==> src/htok_pkg.sv <==
// Shared types and constants of the HTTP request tokenizer.
// Used by every module of the block; depends on nothing.
package htok_pkg;

    // Token classes carried in token_class
    localparam logic [2:0] CL_METHOD  = 3'd0;
    localparam logic [2:0] CL_PATH    = 3'd1;
    localparam logic [2:0] CL_VERSION = 3'd2;
    localparam logic [2:0] CL_NAME    = 3'd3;
    localparam logic [2:0] CL_VALUE   = 3'd4;
    localparam logic [2:0] CL_BODY    = 3'd5;
    localparam logic [2:0] CL_SEP     = 3'd6;

    // Request status codes
    localparam logic [1:0] ST_OK      = 2'd0;
    localparam logic [1:0] ST_BAD     = 2'd1;
    localparam logic [1:0] ST_VERSION = 2'd2;
    localparam logic [1:0] ST_PARSING = 2'd3;

    // Special characters
    localparam logic [7:0] CH_CR    = 8'h0D;
    localparam logic [7:0] CH_LF    = 8'h0A;
    localparam logic [7:0] CH_COLON = 8'h3A;
    localparam logic [7:0] CH_SPACE = 8'h20;
    localparam logic [7:0] CH_NUL   = 8'h00;

    // Length of the only accepted version string
    localparam int VERSION_LEN = 8;
    // Entries in the queue between front and back
    localparam int QUEUE_DEPTH = 2;

    // Character i of "HTTP/1.1"
    function automatic logic [7:0] version_char(input logic [2:0] idx);
        logic [7:0] c;
        case (idx)
            3'd0: c = 8'h48; // H
            3'd1: c = 8'h54; // T
            3'd2: c = 8'h54; // T
            3'd3: c = 8'h50; // P
            3'd4: c = 8'h2F; // /
            3'd5: c = 8'h31; // 1
            3'd6: c = 8'h2E; // .
            default: c = 8'h31; // 1
        endcase
        return c;
    endfunction

    typedef struct packed {
        logic [7:0] data_byte;
        logic       is_last;
    } htok_in_t;

    typedef struct packed {
        logic [7:0]  byte_out;
        logic [2:0]  token_class;
        logic        pair_start;
        logic        done_res;
        logic [1:0]  status;
        logic [15:0] body_length;
    } htok_out_t;

    // Byte classification done by the front
    typedef struct packed {
        logic                   is_cr;
        logic                   is_lf;
        logic                   is_colon;
        logic                   is_space;
        logic                   is_zero;
        logic [VERSION_LEN-1:0] ver_match;
    } htok_flags_t;

    typedef struct packed {
        htok_in_t    item;
        htok_flags_t flags;
    } htok_entry_t;

    // Queue status seen by front and back
    typedef struct packed {
        logic full;
        logic empty;
    } htok_q_status_t;

endpackage

==> src/htok_front.sv <==
// Front of the tokenizer: accepts input transactions and classifies each byte.
// Depends on htok_pkg; feeds htok_queue.
module htok_front (
    input  logic                    s_valid,
    output logic                    s_ready,
    input  htok_pkg::htok_in_t      s_data,
    input  htok_pkg::htok_q_status_t q_status,
    output logic                    push,
    output htok_pkg::htok_entry_t   push_entry
);

    // Accept while the queue has room
    assign s_ready = !q_status.full;
    assign push    = s_valid && !q_status.full;

    // Character compares
    always_comb begin
        push_entry.item           = s_data;
        push_entry.flags.is_cr    = (s_data.data_byte == htok_pkg::CH_CR);
        push_entry.flags.is_lf    = (s_data.data_byte == htok_pkg::CH_LF);
        push_entry.flags.is_colon = (s_data.data_byte == htok_pkg::CH_COLON);
        push_entry.flags.is_space = (s_data.data_byte == htok_pkg::CH_SPACE);
        push_entry.flags.is_zero  = (s_data.data_byte == htok_pkg::CH_NUL);
        for (int i = 0; i < htok_pkg::VERSION_LEN; i++) begin
            push_entry.flags.ver_match[i] =
                (s_data.data_byte == htok_pkg::version_char(3'(i)));
        end
    end

endmodule

==> src/htok_queue.sv <==
// Short FIFO of classified bytes between front and back.
// Depends on htok_pkg.
module htok_queue (
    input  logic                     aclk,
    input  logic                     aresetn,
    input  logic                     push,
    input  htok_pkg::htok_entry_t    push_entry,
    input  logic                     pop,
    output htok_pkg::htok_entry_t    head_entry,
    output htok_pkg::htok_q_status_t q_status
);

    localparam int PTR_W = (htok_pkg::QUEUE_DEPTH > 1) ? $clog2(htok_pkg::QUEUE_DEPTH) : 1;
    localparam int CNT_W = $clog2(htok_pkg::QUEUE_DEPTH + 1);
    localparam logic [CNT_W-1:0] DEPTH_C = CNT_W'(htok_pkg::QUEUE_DEPTH);
    localparam logic [PTR_W-1:0] LAST_C  = PTR_W'(htok_pkg::QUEUE_DEPTH - 1);

    htok_pkg::htok_entry_t mem_reg [htok_pkg::QUEUE_DEPTH];
    logic [PTR_W-1:0] wr_ptr_reg, wr_ptr_next;
    logic [PTR_W-1:0] rd_ptr_reg, rd_ptr_next;
    logic [CNT_W-1:0] count_reg, count_next;

    assign q_status.full  = (count_reg == DEPTH_C);
    assign q_status.empty = (count_reg == '0);
    assign head_entry     = mem_reg[rd_ptr_reg];

    // Pointer and fill count update
    always_comb begin
        wr_ptr_next = wr_ptr_reg;
        rd_ptr_next = rd_ptr_reg;
        count_next  = count_reg;
        if (push) begin
            wr_ptr_next = (wr_ptr_reg == LAST_C) ? '0 : wr_ptr_reg + 1'b1;
        end
        if (pop) begin
            rd_ptr_next = (rd_ptr_reg == LAST_C) ? '0 : rd_ptr_reg + 1'b1;
        end
        if (push && !pop) begin
            count_next = count_reg + 1'b1;
        end else if (pop && !push) begin
            count_next = count_reg - 1'b1;
        end
    end

    always_ff @(posedge aclk) begin
        if (!aresetn) begin
            wr_ptr_reg <= '0;
            rd_ptr_reg <= '0;
            count_reg  <= '0;
        end else begin
            wr_ptr_reg <= wr_ptr_next;
            rd_ptr_reg <= rd_ptr_next;
            count_reg  <= count_next;
        end
    end

    // Storage, no reset
    always_ff @(posedge aclk) begin
        if (push) begin
            mem_reg[wr_ptr_reg] <= push_entry;
        end
    end

endmodule

==> src/htok_back.sv <==
// Back of the tokenizer: request parser state machine and output register.
// Depends on htok_pkg; consumes entries from htok_queue.
module htok_back #(
    parameter int LENGTH_BITS = 16
) (
    input  logic                     aclk,
    input  logic                     aresetn,
    input  htok_pkg::htok_entry_t    head_entry,
    input  htok_pkg::htok_q_status_t q_status,
    output logic                     pop,
    output logic                     m_valid,
    input  logic                     m_ready,
    output htok_pkg::htok_out_t      m_data
);

    localparam int CNT_W = (LENGTH_BITS < 16) ? LENGTH_BITS : 16;
    localparam logic [CNT_W-1:0] CNT_MAX = {CNT_W{1'b1}};

    typedef enum logic [9:0] {
        PH_METHOD     = 10'b00_0000_0001,
        PH_PATH       = 10'b00_0000_0010,
        PH_VERSION    = 10'b00_0000_0100,
        PH_LINE_START = 10'b00_0000_1000,
        PH_LINE_CR    = 10'b00_0001_0000,
        PH_NAME       = 10'b00_0010_0000,
        PH_SKIP       = 10'b00_0100_0000,
        PH_VALUE      = 10'b00_1000_0000,
        PH_BODY       = 10'b01_0000_0000,
        PH_ENDED      = 10'b10_0000_0000
    } htok_phase_t;

    htok_phase_t      phase_reg, phase_next;
    logic [3:0]       ver_idx_reg, ver_idx_next;
    logic             mismatch_reg, mismatch_next;
    logic             pcr_reg, pcr_next;
    logic             colon_reg, colon_next;
    logic [1:0]       err_reg, err_next;
    logic [CNT_W-1:0] count_reg, count_next;
    logic             out_valid_reg;
    htok_pkg::htok_out_t out_reg, out_next;

    htok_pkg::htok_flags_t fl;
    logic [7:0]  b;
    logic        last;
    logic [2:0]  cls;
    logic        pstart;
    logic        lb_run;
    htok_phase_t lb_phase;
    logic        lb_colon;
    logic [1:0]  final_st;

    assign fl      = head_entry.flags;
    assign b       = head_entry.item.data_byte;
    assign last    = head_entry.item.is_last;
    assign pop     = !q_status.empty && (!out_valid_reg || m_ready);
    assign m_valid = out_valid_reg;
    assign m_data  = out_reg;

    // Per-byte parse step
    always_comb begin
        phase_next    = phase_reg;
        ver_idx_next  = ver_idx_reg;
        mismatch_next = mismatch_reg;
        pcr_next      = pcr_reg;
        colon_next    = colon_reg;
        err_next      = err_reg;
        count_next    = count_reg;
        cls           = htok_pkg::CL_SEP;
        pstart        = 1'b0;
        lb_run        = 1'b0;
        lb_phase      = phase_reg;
        lb_colon      = colon_reg;
        final_st      = err_reg;
        out_next      = out_reg;

        if (phase_reg != PH_ENDED && fl.is_zero) begin
            // zero byte ends the data
            phase_next = PH_ENDED;
            err_next   = (phase_reg == PH_BODY) ? htok_pkg::ST_OK : htok_pkg::ST_BAD;
        end else begin
            case (phase_reg)
                PH_METHOD, PH_PATH: begin
                    if (fl.is_lf) begin
                        phase_next = PH_ENDED;
                        err_next   = htok_pkg::ST_BAD;
                    end else if (fl.is_space) begin
                        phase_next = (phase_reg == PH_METHOD) ? PH_PATH : PH_VERSION;
                    end else if (!fl.is_cr) begin
                        cls = (phase_reg == PH_METHOD) ? htok_pkg::CL_METHOD
                                                       : htok_pkg::CL_PATH;
                    end
                end
                PH_VERSION: begin
                    if (fl.is_lf) begin
                        pcr_next = 1'b0;
                        if (mismatch_reg || ver_idx_reg != 4'(htok_pkg::VERSION_LEN)) begin
                            phase_next = PH_ENDED;
                            err_next   = htok_pkg::ST_VERSION;
                        end else begin
                            phase_next = PH_LINE_START;
                        end
                    end else if (fl.is_cr) begin
                        if (pcr_reg) begin
                            mismatch_next = 1'b1;
                        end
                        pcr_next = 1'b1;
                    end else begin
                        if (pcr_reg) begin
                            mismatch_next = 1'b1;
                        end
                        pcr_next = 1'b0;
                        if (!ver_idx_reg[3] && fl.ver_match[ver_idx_reg[2:0]]) begin
                            ver_idx_next = ver_idx_reg + 4'd1;
                        end else begin
                            mismatch_next = 1'b1;
                        end
                        cls = htok_pkg::CL_VERSION;
                    end
                end
                PH_LINE_START: begin
                    colon_next = 1'b0;
                    pcr_next   = 1'b0;
                    if (fl.is_cr) begin
                        phase_next = PH_LINE_CR;
                    end else begin
                        pstart   = 1'b1;
                        lb_run   = 1'b1;
                        lb_phase = PH_NAME;
                        lb_colon = 1'b0;
                    end
                end
                PH_LINE_CR: begin
                    if (fl.is_lf) begin
                        phase_next = PH_BODY;
                    end else begin
                        pstart   = 1'b1;
                        lb_run   = 1'b1;
                        lb_phase = PH_NAME;
                    end
                end
                PH_NAME, PH_SKIP, PH_VALUE: begin
                    lb_run = 1'b1;
                end
                PH_BODY: begin
                    if (count_reg != CNT_MAX) begin
                        count_next = count_reg + 1'b1;
                    end
                    cls = htok_pkg::CL_BODY;
                end
                default: begin
                end
            endcase
        end

        // One byte of a header line
        if (lb_run) begin
            phase_next = lb_phase;
            if (fl.is_lf) begin
                pcr_next = 1'b0;
                if (!lb_colon) begin
                    phase_next = PH_ENDED;
                    err_next   = htok_pkg::ST_BAD;
                end else begin
                    phase_next = PH_LINE_START;
                end
            end else if (fl.is_cr) begin
                pcr_next = 1'b1;
                if (lb_phase == PH_SKIP) begin
                    phase_next = PH_VALUE;
                end
            end else begin
                pcr_next = 1'b0;
                if (lb_phase == PH_NAME) begin
                    if (fl.is_colon) begin
                        colon_next = 1'b1;
                        phase_next = PH_SKIP;
                    end else begin
                        cls = htok_pkg::CL_NAME;
                    end
                end else if (lb_phase == PH_SKIP) begin
                    if (!fl.is_space) begin
                        phase_next = PH_VALUE;
                        cls        = htok_pkg::CL_VALUE;
                    end
                end else begin
                    cls = htok_pkg::CL_VALUE;
                end
            end
        end

        // Result item
        out_next.byte_out    = b;
        out_next.token_class = cls;
        out_next.pair_start  = pstart;
        if (last) begin
            if (phase_next != PH_ENDED) begin
                final_st = (phase_next == PH_BODY) ? htok_pkg::ST_OK : htok_pkg::ST_BAD;
            end else begin
                final_st = err_next;
            end
            out_next.done_res    = 1'b1;
            out_next.status      = final_st;
            out_next.body_length = 16'(count_next);
            // back to the start of a new request
            phase_next    = PH_METHOD;
            ver_idx_next  = '0;
            mismatch_next = 1'b0;
            pcr_next      = 1'b0;
            colon_next    = 1'b0;
            err_next      = htok_pkg::ST_PARSING;
            count_next    = '0;
        end else begin
            out_next.done_res    = 1'b0;
            out_next.status      = htok_pkg::ST_PARSING;
            out_next.body_length = '0;
        end
    end

    // Parser state and output valid
    always_ff @(posedge aclk) begin
        if (!aresetn) begin
            phase_reg     <= PH_METHOD;
            ver_idx_reg   <= '0;
            mismatch_reg  <= 1'b0;
            pcr_reg       <= 1'b0;
            colon_reg     <= 1'b0;
            err_reg       <= htok_pkg::ST_PARSING;
            count_reg     <= '0;
            out_valid_reg <= 1'b0;
        end else begin
            if (pop) begin
                phase_reg    <= phase_next;
                ver_idx_reg  <= ver_idx_next;
                mismatch_reg <= mismatch_next;
                pcr_reg      <= pcr_next;
                colon_reg    <= colon_next;
                err_reg      <= err_next;
                count_reg    <= count_next;
            end
            if (pop) begin
                out_valid_reg <= 1'b1;
            end else if (m_ready) begin
                out_valid_reg <= 1'b0;
            end
        end
    end

    // Output payload, no reset
    always_ff @(posedge aclk) begin
        if (pop) begin
            out_reg <= out_next;
        end
    end

endmodule

==> src/http_request_tokenizer.sv <==
// HTTP request tokenizer top level: front classifier, queue, parser back end.
// A byte accepted is written into the queue, then taken by the parser step into the output register.
// Throughput: one byte per cycle while m_ready takes each result; the back end parser step is combinational.
// A stalled result holds in the output register while the queue accepts up to two more bytes.
// Reset (aresetn low, synchronous) empties the queue and output and returns the parser
// to the method phase; the state also returns there after every byte marked last.
module http_request_tokenizer #(
    parameter int LENGTH_BITS = 16
) (
    input  logic                aclk,
    input  logic                aresetn,
    input  logic                s_valid,
    output logic                s_ready,
    input  htok_pkg::htok_in_t  s_data,
    output logic                m_valid,
    input  logic                m_ready,
    output htok_pkg::htok_out_t m_data
);

    htok_pkg::htok_q_status_t q_status;
    htok_pkg::htok_entry_t    push_entry;
    htok_pkg::htok_entry_t    head_entry;
    logic                     push;
    logic                     pop;

    htok_front u_front (
        .s_valid    (s_valid),
        .s_ready    (s_ready),
        .s_data     (s_data),
        .q_status   (q_status),
        .push       (push),
        .push_entry (push_entry)
    );

    htok_queue u_queue (
        .aclk       (aclk),
        .aresetn    (aresetn),
        .push       (push),
        .push_entry (push_entry),
        .pop        (pop),
        .head_entry (head_entry),
        .q_status   (q_status)
    );

    htok_back #(
        .LENGTH_BITS (LENGTH_BITS)
    ) u_back (
        .aclk       (aclk),
        .aresetn    (aresetn),
        .head_entry (head_entry),
        .q_status   (q_status),
        .pop        (pop),
        .m_valid    (m_valid),
        .m_ready    (m_ready),
        .m_data     (m_data)
    );

    // The back end never takes from an empty queue
    a_pop_nonempty: assert property (@(posedge aclk) disable iff (!aresetn)
        pop |-> !q_status.empty)
        else $error("pop from empty queue");

    // A done result carries a final status
    a_done_status: assert property (@(posedge aclk) disable iff (!aresetn)
        (m_valid && m_data.done_res) |-> (m_data.status != htok_pkg::ST_PARSING))
        else $error("done result with parsing status");

    // Intermediate results report parsing and zero length
    a_not_done: assert property (@(posedge aclk) disable iff (!aresetn)
        (m_valid && !m_data.done_res) |->
            (m_data.status == htok_pkg::ST_PARSING && m_data.body_length == '0))
        else $error("intermediate result with final fields");

    // A byte taken from the queue shows up as a result in the next cycle
    a_pop_result: assert property (@(posedge aclk) disable iff (!aresetn)
        pop |=> m_valid)
        else $error("popped byte produced no result");

endmodule
==> config.mk <==
export PLATFORM = sky130hd
export DESIGN_NAME = http_request_tokenizer
export DESIGN_NICKNAME = d
export VERILOG_FILES = /design/src/htok_pkg.sv /design/src/htok_front.sv /design/src/htok_queue.sv /design/src/htok_back.sv /design/src/http_request_tokenizer.sv
export SDC_FILE = /design/constraint.sdc
export NUM_CORES = 1
export LEC_CHECK = 0
export ABC_AREA = 1
export BUFFER_PORTS_ARGS = -buffer_cell sky130_fd_sc_hd__buf_2
export CORE_MARGIN = 3
export CORE_UTILIZATION = 65
export DETAILED_ROUTE_END_ITERATION = 6
export PLACE_DENSITY = 0.85
export SLEW_MARGIN = 20
export SYNTH_ARGS = -nofsm -noshare
export SYNTH_HDL_FRONTEND = slang
export SYNTH_SLANG_ARGS = --single-unit
==> constraint.sdc <==
create_clock -name aclk -period 4.5 [get_ports aclk]
set_input_delay 0.45 -clock aclk [delete_from_list [all_inputs] [get_ports aclk]]
set_output_delay 0.45 -clock aclk [all_outputs]
set_load 0.005 [all_outputs]
==> flow_metrics.tcl <==
set metrics [dict create \
    drt_iter0_drc 394 \
    via_count 4986 \
    routed_via_density 5.845 \
    status "finished with violations" \
    p_total_mw 3.682 \
    design.die.area_um2 10270 \
    ant_nets 0 \
    ys_types 56 \
    core_area_um2 8763 \
    max_cap_viol_count 0 \
    worstMarginPinSlew_ns 1.004 \
    cp_max_fo 23 \
    start_util_pct 67.39 \
    finalSetupTns_ns 0 \
    ctsHoldBuffers 0 \
    clk_pin_slew_worst_paths_ns 0.12 \
    place_inst 837 \
    hold_path.class "in2reg" \
    grt_first_pass_wirelength_um 22890 \
    hpwl_um 9672 \
    clock_latency_ns 0.38 \
    wl_um 13670 \
    async_reset_ff_share_pct 0 \
    areaGrowthSynthToFinish_pct 8.856 \
    ys_ff_latch 112 \
    fin_util_pct 73.36 \
    finalHoldViolCount 0 \
    num-nets-final 757 \
    layout_min_cycle_time_ns 3.061 \
    num-fill-cells 644 \
    die-width_um 101.3 \
    ys_warn_count 0 \
    placed_area_um2 6202 \
    overflow 0 \
    cts.sinks 112 \
    tritoncts "built" \
    die_h_um 101.3 \
    grt_usage_pct 28.28 \
    syn_nets 717 \
    pre_cts_ws_ns 1.464 \
    first_pass_iters 7 \
    drive_above_1_share_pct 17.45 \
    avgRoutedWirePerCell_um 16.03 \
    slew-limit-headroom_pct 32.96 \
    largest_reg_flops 40 \
    htreeDepth 3 \
    cp.required_ns 4.64 \
    finalHoldWorstSlack_ns 0.2436 \
    power.density_nw_per_um2 572.7 \
    synth.yosys.seq_area_share_pct 50.00 \
    arrival_ns 3.20 \
    max_freq_ghz 0.3267 \
    cts_root_buf "clkbuf_8" \
    path_class "reg2reg" \
    critPathLaunchType "flop" \
    drc 2 \
    antenna_cells 0 \
    slew_viol_final 0 \
    cts_setup_buffers 0 \
    violations "design-rule violations" \
    timing.reg2reg.setup_slack_ns 1.44 \
    synth_area_per_cell_um2 8.437 \
    worstSetupEndpointType "flop" \
    setup_ws_ns 1.439 \
    finalClockSkew_ns 0.01830 \
    cts_made_buffers 9 \
    synth_ff_type "edfxtp_1" \
    io_pins 46 \
    row_count 34 \
    p_leak_nw 2.545 \
    synth_edf_count 71 \
    setup-violations-final 0 \
    synthCells 700 \
    finalNonFillerCells 853 \
    io_buffers 45 \
    grt_setup_unrepaired "false" \
    cts.path.max_buffers 2 \
    gp_congestion 0.9648 \
    grt_max_degree 44 \
    syn_area_um2 5906 \
    fin_area_um2 6429 \
    ir_drop_mv 0.4035 \
    grt_pass1_vias 4747 \
    cts_resized 0 \
    min_period_over_period_pct 68.03 \
    antenna_found_initial 0 \
]
-- worst paths after layout --
check	end	startpoint	depth (start not counted)
max reg2reg	u_back.m_data[20]$_DFFE_PP_	flop	12
min	u_queue.mem_reg[1][13]$_DFFE_PP_	s_data[0]	1
max	u_back.m_data[20]$_DFFE_PP_	flop	12
min reg2reg	u_queue.rd_ptr_reg$_SDFFE_PN0P_	u_queue.rd_ptr_reg$_SDFFE_PN0P_	1
-- kinds of logic after synthesis --
| family | Yosys count | synth area share [%] |
|---|---|---|
| DFF | 112 | 50.00 |
| buffers and inverters | 111 | 7.691 |
| AOI/OAI and AO/OA | 114 | 11.34 |
| xor gates and xnor gates | 12 | 1.780 |
| and+or+nand+nor | 347 | 28.35 |
| adders and majority gates | 4 | 0.8475 |
-- cells in the final DEF, fill, tap and decap left out, types with 18 or more instances in the layout --
cell type  netlist  routed
a21oi_1         51      50
buf_2            6      45
dfxtp_1         41      41
edfxtp_1        71      71
inv_1           71      71
nand2_1        157     157
nand3_1         44      44
nand4_1         18      18
nor2_1          63      63
o21ai_0         23      23
-- metal layers --
metal	part of all wire (%)	wire, µm	vias to the layer above	GRT usage [%]
li1	-	-	2439	-
met1	42	5727	2306	36.53
met2	50	6828	212	49.20
met3	6.2	845	29	4.339
met4	2.0	271	0	8.691
met5	0	0	-	0
-- area by class of cell --
cell class	instances	area, µm²	area share [%]
Clock buffer	9	123.9	1.927
Clock inverter	7	102.6	1.596
Inverter	91	349.1	5.430
Multi-Input combinational cell	477	2510	39.04
Sequential cell	112	2953	45.93
Tap cell	108	135.1	2.102
Timing Repair Buffer	49	255.2	3.970
-- Yosys cell counts, types with 7 or more instances --
| cell | n | area (µm²) |
|---|---|---|
| nand2_1 | 157 | 589.3 |
| o21ai_0 | 23 | 115.1 |
| nor2_4 | 9 | 101.4 |
| o21ai_1 | 7 | 35.03 |
| xor2_1 | 8 | 70.07 |
| o211ai_1 | 7 | 52.55 |
| nand3_1 | 44 | 220.2 |
| a21oi_1 | 51 | 255.2 |
| dfxtp_1 | 41 | 820.8 |
| clkbuf_1 | 8 | 30.03 |
| edfxtp_1 | 71 | 2132 |
| nand2_2 | 10 | 62.56 |
| nand4_1 | 18 | 112.6 |
| inv_2 | 15 | 56.30 |
| nor3_1 | 16 | 80.08 |
| inv_1 | 71 | 266.5 |
| nor2_1 | 63 | 236.5 |
-- critical path, cell delays in order, from the launching register on --
cell and delay (ns):
dfxtp_1 0.89, nand2_1 0.11, o21ai_1 0.50, nand3_2 0.22, nand2_2 0.16, nand2_2 0.09
nand2_1 0.07, nand2_1 0.04, nor3_1 0.19, inv_1 0.08, nor3_1 0.27, inv_1 0.07
o311ai_0 0.11
-- report_power, final --
group,internal (mW),switching [mW],total [mW]
Combinational,0.448,1.05,1.49
Sequential,1.39,0.130,1.52
Clock,0.282,0.387,0.669
Power figures use the tool's default switching activity.
